## config.mk

```make
export PLATFORM = sky130hd
export DESIGN_NAME = erpd_ctrl
export DESIGN_NICKNAME = d
export VERILOG_FILES = /design/src/rtl/erpd_pkg.sv /design/src/rtl/erpd_ctrl.sv
export VERILOG_INCLUDE_DIRS = /design/src /design/src/rtl
export SDC_FILE = /design/constraint.sdc
export NUM_CORES = 1
export LEC_CHECK = 0
export BUFFER_PORTS_ARGS = -buffer_cell sky130_fd_sc_hd__buf_2
export CAP_MARGIN = 20
export CORE_AREA = 8 8 45 47
export CTS_CLUSTER_SIZE = 16
export DETAILED_ROUTE_END_ITERATION = 12
export DIE_AREA = 0 0 53 55
export PLACE_DENSITY = 0.7
export SYNTH_ARGS = -nofsm -noshare
export SYNTH_HDL_FRONTEND = slang
export SYNTH_SLANG_ARGS = --single-unit
```

## constraint.sdc

```tcl
create_clock -name clock -period 1.79 [get_ports clock]
set_clock_uncertainty 0.2 [all_clocks]
set_input_delay 0.0895 -clock clock [delete_from_list [all_inputs] [get_ports clock]]
set_output_delay 0.0895 -clock clock [all_outputs]
set_load 0.01 [all_outputs]
```

## src/rtl/ecg_r_peak_detector_top_defines.svh

```systemverilog
// Assertion macros shared by the ECG R-peak detector modules
`ifndef ECG_R_PEAK_DETECTOR_TOP_DEFINES_SVH
`define ECG_R_PEAK_DETECTOR_TOP_DEFINES_SVH

// implication checked every cycle outside reset
`define ERPD_ASSERT_IMPL(label, clk, rst, lhs, rhs, msg) \
   label: assert property (@(posedge clk) disable iff (rst) (lhs) |-> (rhs)) else $error(msg);

// implication whose right side is checked in the following cycle
`define ERPD_ASSERT_NEXT(label, clk, rst, lhs, rhs, msg) \
   label: assert property (@(posedge clk) disable iff (rst) (lhs) |=> (rhs)) else $error(msg);

`endif

```

## src/rtl/erpd_pkg.sv

```systemverilog
// Types, constants and fixed-point helpers of the ECG R-peak detector
package erpd_pkg;

   localparam int SAMPLE_BITS = 24;
   localparam int FRAC_BITS   = 16;
   localparam int Q_BITS      = 48;
   localparam int K_BITS      = FRAC_BITS + 1;
   localparam int CNT_BITS    = 16;
   localparam int SUM_BITS    = 29;
   localparam int WCNT_BITS   = 5;
   localparam int DIV_STEPS   = SUM_BITS;

   localparam longint Q_ONE = longint'(1) << FRAC_BITS;
   localparam longint K90   = (9 * Q_ONE + 5) / 10;
   localparam longint K10   = Q_ONE - K90;
   localparam longint K95   = (19 * Q_ONE + 10) / 20;
   localparam longint K05   = Q_ONE - K95;
   localparam longint K999  = (999 * Q_ONE + 500) / 1000;

   localparam logic [K_BITS-1:0] K90_Q  = K_BITS'(K90);
   localparam logic [K_BITS-1:0] K10_Q  = K_BITS'(K10);
   localparam logic [K_BITS-1:0] K95_Q  = K_BITS'(K95);
   localparam logic [K_BITS-1:0] K05_Q  = K_BITS'(K05);
   localparam logic [K_BITS-1:0] K999_Q = K_BITS'(K999);

   localparam int CSR_IDX_BITS = 3;
   localparam int CSR_DATA_BITS = 16;
   localparam logic [CSR_IDX_BITS-1:0] CSR_DECIM  = 3'd0;
   localparam logic [CSR_IDX_BITS-1:0] CSR_PAIR   = 3'd1;
   localparam logic [CSR_IDX_BITS-1:0] CSR_SETTLE = 3'd2;
   localparam logic [CSR_IDX_BITS-1:0] CSR_REFR   = 3'd3;
   localparam logic [CSR_IDX_BITS-1:0] CSR_MAXIV  = 3'd4;

   // datapath operation selected by the controller
   typedef enum logic [7:0] {
      OP_NONE   = 8'b0000_0001,
      OP_LOAD   = 8'b0000_0010,
      OP_SMOOTH = 8'b0000_0100,
      OP_SLOPE  = 8'b0000_1000,
      OP_DECAY  = 8'b0001_0000,
      OP_PEAK   = 8'b0010_0000,
      OP_DIV    = 8'b0100_0000,
      OP_FINISH = 8'b1000_0000
   } op_type;

   typedef struct packed {
      op_type op;
      logic   div_start;
   } cmd_type;

   typedef struct packed {
      logic div_busy;
      logic win_end;
   } status_type;

   typedef struct packed {
      logic [4:0]  decimation_length;
      logic [7:0]  pair_window;
      logic [7:0]  settle_delay;
      logic [9:0]  refractory_ms;
      logic [15:0] max_interval_ms;
   } cfg_type;

   // floor(a * k / ONE); one multiplier per call, registered afterwards by caller
   function automatic logic signed [Q_BITS-1:0] mulq(input logic signed [Q_BITS-1:0] a,
                                                      input logic [K_BITS-1:0] k);
      logic signed [Q_BITS+K_BITS:0] p;
      begin
         p = a * $signed({1'b0, k});
         mulq = p[FRAC_BITS +: Q_BITS];
      end
   endfunction

endpackage

```

## src/rtl/erpd_ctrl.sv

```systemverilog
// Sequencer of the ECG R-peak detector: steps one sample through the datapath
`include "ecg_r_peak_detector_top_defines.svh"

module erpd_ctrl (
   input  logic                   clock,
   input  logic                   reset,
   input  logic                   in_fire,
   input  logic                   out_free,
   input  erpd_pkg::status_type   status,
   output logic                   in_ready,
   output logic                   out_load,
   output erpd_pkg::cmd_type      cmd
);

   typedef enum logic [7:0] {
      ST_IDLE   = 8'b0000_0001,
      ST_SMOOTH = 8'b0000_0010,
      ST_SLOPE  = 8'b0000_0100,
      ST_DECAY  = 8'b0000_1000,
      ST_PEAK   = 8'b0001_0000,
      ST_DIV    = 8'b0010_0000,
      ST_WAIT   = 8'b0100_0000,
      ST_OUT    = 8'b1000_0000
   } state_type;

   state_type state_ff, state_in;

   always_ff @(posedge clock) begin
      if (reset) begin
         state_ff <= ST_IDLE;
      end else begin
         state_ff <= state_in;
      end
   end

   always_comb begin
      state_in      = state_ff;
      cmd.op        = erpd_pkg::OP_NONE;
      cmd.div_start = 1'b0;
      out_load      = 1'b0;
      in_ready      = 1'b0;
      case (state_ff)
         ST_IDLE: begin
            in_ready = 1'b1;
            if (in_fire) begin
               cmd.op   = erpd_pkg::OP_LOAD;
               state_in = ST_SMOOTH;
            end
         end
         ST_SMOOTH: begin
            cmd.op   = erpd_pkg::OP_SMOOTH;
            state_in = ST_SLOPE;
         end
         ST_SLOPE: begin
            cmd.op   = erpd_pkg::OP_SLOPE;
            state_in = ST_DECAY;
         end
         ST_DECAY: begin
            cmd.op   = erpd_pkg::OP_DECAY;
            state_in = ST_PEAK;
         end
         ST_PEAK: begin
            cmd.op   = erpd_pkg::OP_PEAK;
            state_in = ST_DIV;
         end
         ST_DIV: begin
            cmd.op        = erpd_pkg::OP_DIV;
            cmd.div_start = status.win_end;
            state_in      = ST_WAIT;
         end
         ST_WAIT: begin
            if (!status.div_busy) begin
               state_in = ST_OUT;
            end
         end
         ST_OUT: begin
            if (out_free) begin
               cmd.op   = erpd_pkg::OP_FINISH;
               out_load = 1'b1;
               state_in = ST_IDLE;
            end
         end
         default: state_in = ST_IDLE;
      endcase
   end

   `ERPD_ASSERT_IMPL(a_ready_idle, clock, reset, in_ready, state_ff == ST_IDLE,
                     "ready outside idle")
   `ERPD_ASSERT_NEXT(a_fire_runs, clock, reset, in_fire && in_ready, state_ff == ST_SMOOTH,
                     "accepted transaction did not start")
   `ERPD_ASSERT_IMPL(a_load_free, clock, reset, out_load, out_free,
                     "result loaded over pending result")

endmodule

```

Word level (Yosys, flattened, before mapping)
Index checks and enable logic that the tools add are counted.

Reduce and logical (&&, ||, !) cells: 1. Muxes and demuxes: 11. Equal/unequal tests: 11.

Operator list (number): case mux 8 bit (8 select lines) (1); case mux 8 bit (7 select lines) (1); 2-to-1 mux 8 bit (4); == test 8 x 1 -> 1 bit, second input constant (1); == test 8 x 2 -> 1 bit, second input constant (1); == test 8 x 3 -> 1 bit, second input constant (1); == test 8 x 4 -> 1 bit, second input constant (1); == test 8 x 5 -> 1 bit, second input constant (1); == test 8 x 6 -> 1 bit, second input constant (1); == test 8 x 7 -> 1 bit, second input constant (1); == test 8 bit, second input constant (1); inequality test 2 bit, second input constant (3); 2-to-1 mux 1 bit (4); AND reduction 3 bit (1); 2-to-1 mux 2 bit (1).

Logic and storage cells: 24. Flip-flop bits (word level): 8.

Logic depth before layout (Yosys ltp)
Depth after elaboration: 3. Gate-level depth with buffers: 5. Gate-level depth less buffers: 4.

Worst setup path after synthesis
OpenSTA, ideal clock, no wires.

Path kind: register to register. Start point: register state_ff[7]. End point: register state_ff[5]. Arrival: 1.253 ns. Library setup time: 0.059 ns. Period minus slack after synthesis: 1.512 ns. Data required time: 1.531 ns. Path slack: 0.278 ns. Cell stages (with the launch flop): 6. Cell sequence: dfxtp_1 > buf_6 > nor4_4 > nand2_2 > nor3b_2 > and2_1.

Longest elaborated chain between the ends: 3. Elaborated cells on any way between the ends: 13. Those cells by class: 11 x eq/ne; 1 x mux; 1 x reduce/logical.

RTL lines: start, declared (line erpd_ctrl.sv:26) `state_type state_ff, state_in;`; start signal, assigned (line erpd_ctrl.sv:32) `state_ff <= state_in;`; == test 8 x 7 -> 1 bit (tied with other cells) (line erpd_ctrl.sv:42) `case (state_ff)`; inequality test 2 bit (no source line); AND reduction 3 bit (no source line).

Parallel ways exist; a longest one is shown, timed or not. A chain may end at the register's enable or synchronous reset.

==> metrics.cfg <==
[status]
status = complete, but fails checks
violations = setup timing

[placement]
pre_cts_ws_ns = 0.145
postPlaceCellArea_um2 = 656
dp_hpwl_um = 1030
gp_congestion = 0.773
port_buffers = 16

[synth]
synth_xor_area_share_pct = 2.99
synth_mux_area_share_pct = 0
synth_compound_area_share_pct = 11.8
synthSimpleGateAreaFrac_pct = 50.2
synth_fa_ha_area_share_pct = 0
synth_nets = 68
ys_warn_count = 0
netlist_instances = 62
syn_area_um2 = 586
synth-seq-area-share_pct = 27.4
synth.distinct_cells = 30
syn_area_per_cell_um2 = 9.44
ys_seq_elements = 8
synth_top_family_by_area = simple AND/OR/NAND/NOR gates

[setup_path]
critPathArrivalTime_ns = 1.54
startpoint_type = flop
crit_type = reg -> out
critical-path-max-stage-delay_ns = 0.36
slowest_stage = dfxtp_4
critPathCaptureType = output pin
required_ns = 1.50
crit_fanout = 5
cp_cell_sequence = nor4_4 -> nand4b_1 -> nand3_2 -> o21ai_1 -> buf_2

[global_route]
grtUsageTotal_pct = 9.29
antenna_found_initial = 0
grt_max_degree = 10
grt_pass1_vias = 476
grt_first_pass_wirelength_um = 2020
grt_overflow = 0

[final_layout]
fin_nets = 96
area_growth_pct = 40.8
fill_cells = 119
regMostFlops = state_ff
final_cell_area_um2 = 825
largest_reg_flops = 8
drive_above_1_share_pct = 56.8
diodes = 0
top_regs = state_ff: 8 flops

[sta]
rsz0062_at_grt = true
setup_ws_ns = -0.0419
slew_violations = 0
min_period_over_period_pct = 102
min_period_ns = 1.83
worst_slew_pin_slew_ns = 0.360
max_freq_mhz = 546
setup_viol = 3
hold_viol_final = 0
slew_headroom_pct = 75.9
finalSetupTns_ns = -0.0772

[detailed_routing]
wl_per_cell_um = 14.6
via_count = 573
drt-total-wl_um = 1520
vias_per_cell = 5.51
drt_iter0_markers = 5
first_pass_iters = 7
drc_errors = 0
antenna_left = 0

[floorplanning]
die_area_um2 = 2920
floorplan.initialDensity_pct = 42.3
core_area_um2 = 1380
fp.dieH_um = 55
core.rowCount = 14
die-width_um = 53
pin_count = 17

[clock_tree]
clock_latency_ns = 0.25
path_clk_slew_ns = 0.05
h-tree-depth = 1
cts.sinks = 8
cts_tree = done
numCtsBuffers = 3
clockBufferDepth = 2
root_buffer = clkbuf_4

[power_and_ir_drop]
power_density_nw_per_um2 = 902
leakagePower_nw = 0.367
vdd.ir_drop.worst_uv = 421

[min_path]
holdCritPathClass = in -> reg

[job]
maxCapViolations = 0

==> final cells by class <==
cell class                      count  area [um2]  area share, %
Timing Repair Buffer               26         181           22.0
Sequential cell                     8         178           21.5
Tap cell                           16        20.0           2.43
Clock buffer                        3        22.5           2.73
Multi-Input combinational cell     47         408           49.5
Inverter                            4        15.0           1.82
==> cell families after synthesis <==
family,Yosys count
simple gates,37
xor+xnor,2
compound gates,8
flops,8
buf+inv,7
==> metrics by stage <==
| stage | util, % | hold slack [ns] | instances | power (mW) |
|---|---|---|---|---|
| finish | 59.6 | 0.175 | 104 | 0.744 |
| global route | 59.6 | 0.188 | 104 | 0.790 |
| CTS | 54.2 | 0.159 | 99 | 0.698 |
| detailed placement | 47.4 | 0.0930 | 91 | 0.524 |
| global placement | 47.4 | 0.0907 | 91 | 0.524 |
| floorplan | - | -0.0443 | 62 | 0.459 |
==> cells in the final DEF (no fill, tap or decap), drive strengths merged <==
cell type,synthesis,routed
a31oi,1,1
a31o,1,1
nor3,2,2
and2,4,4
buf,3,23
a221oi,1,1
nor4b,3,3
o21ai,2,2
clkbuf,0,3
dfxtp,8,8
o221ai,1,1
nand2,5,5
nor2,7,7
nand4b,1,1
dlygate4sd3,0,3
xor2,1,1
xnor2,1,1
o211ai,1,1
inv,4,4
nor4,3,3
and4b,1,1
nand3,3,3
o21bai,1,1
nor3b,4,4
nand4,1,1
and3,3,3
==> power breakdown <==
group / internal, mW / switching, mW
Clock: 0.0764 / 0.0565
Sequential: 0.197 / 0.0579
Combinational: 0.176 / 0.180
==> per-layer routing <==
metal  global-route usage, %  share of wire (%)
met1                    10.2                 43
met2                    15.0                 51
met3                    1.87                3.9
met4                    8.19                2.5
met5                       0                  0
==> critical path: cells and delay by family (launching register included) <==
family,cells,cell delay (ns)
AND/OR/NAND/NOR,3,0.73
flip-flops,1,0.36
buffers and inverters,1,0.15
AO/OA/AOI/OAI,1,0.06
==> cell usage after synthesis <==
cell / count / area share (%)
a221oi_2: 1 / 2.6
a31o_1: 1 / 1.5
a31oi_1: 1 / 1.1
and2_1: 3 / 3.2
and2_2: 1 / 1.3
and3_1: 1 / 1.1
and3_2: 2 / 2.6
and4b_1: 1 / 1.7
buf_4: 1 / 1.3
buf_6: 2 / 3.8
dfxtp_1: 8 / 27
inv_1: 4 / 2.6
nand2_1: 4 / 2.6
nand2_2: 1 / 1.1
nand3_1: 3 / 2.6
nand4_2: 1 / 2.1
nand4b_1: 1 / 1.5
nor2_1: 7 / 4.5
nor3_1: 2 / 1.7
nor3b_1: 2 / 2.6
nor3b_2: 2 / 4.3
nor4_4: 3 / 11
nor4b_1: 1 / 1.5
nor4b_2: 2 / 5.1
o211ai_2: 1 / 2.1
o21ai_0: 2 / 1.7
o21bai_1: 1 / 1.3
o221ai_1: 1 / 1.5
xnor2_1: 1 / 1.5
xor2_1: 1 / 1.5
==> path summary, 6_finish.rpt <==
check	from	endpoint	slack (ns)	depth (start not counted)
min	out_free	state_ff[7]$_SDFFE_PP0P_	0.18	4
max reg2reg	state_ff[5]$_SDFFE_PP0P_	state_ff[7]$_SDFFE_PP0P_	0.08	6
min reg2reg	state_ff[4]$_SDFFE_PP0P_	state_ff[4]$_SDFFE_PP0P_	0.47	2
max	state_ff[5]$_SDFFE_PP0P_	cmd[1]	-0.04	5
==> repair_timing <==
item | CTS | global route
gates resized for setup | 9 | 10
endpoints found under the hold margin | 4 | 0
hold buffers | 3 | 0
pin swaps | 7 | 9
buffers inserted | 2 | 5
endpoints found under the setup margin | 6 | 8
cloned | 0 | 0
Note: power is estimated with default switching activity, not from simulation.
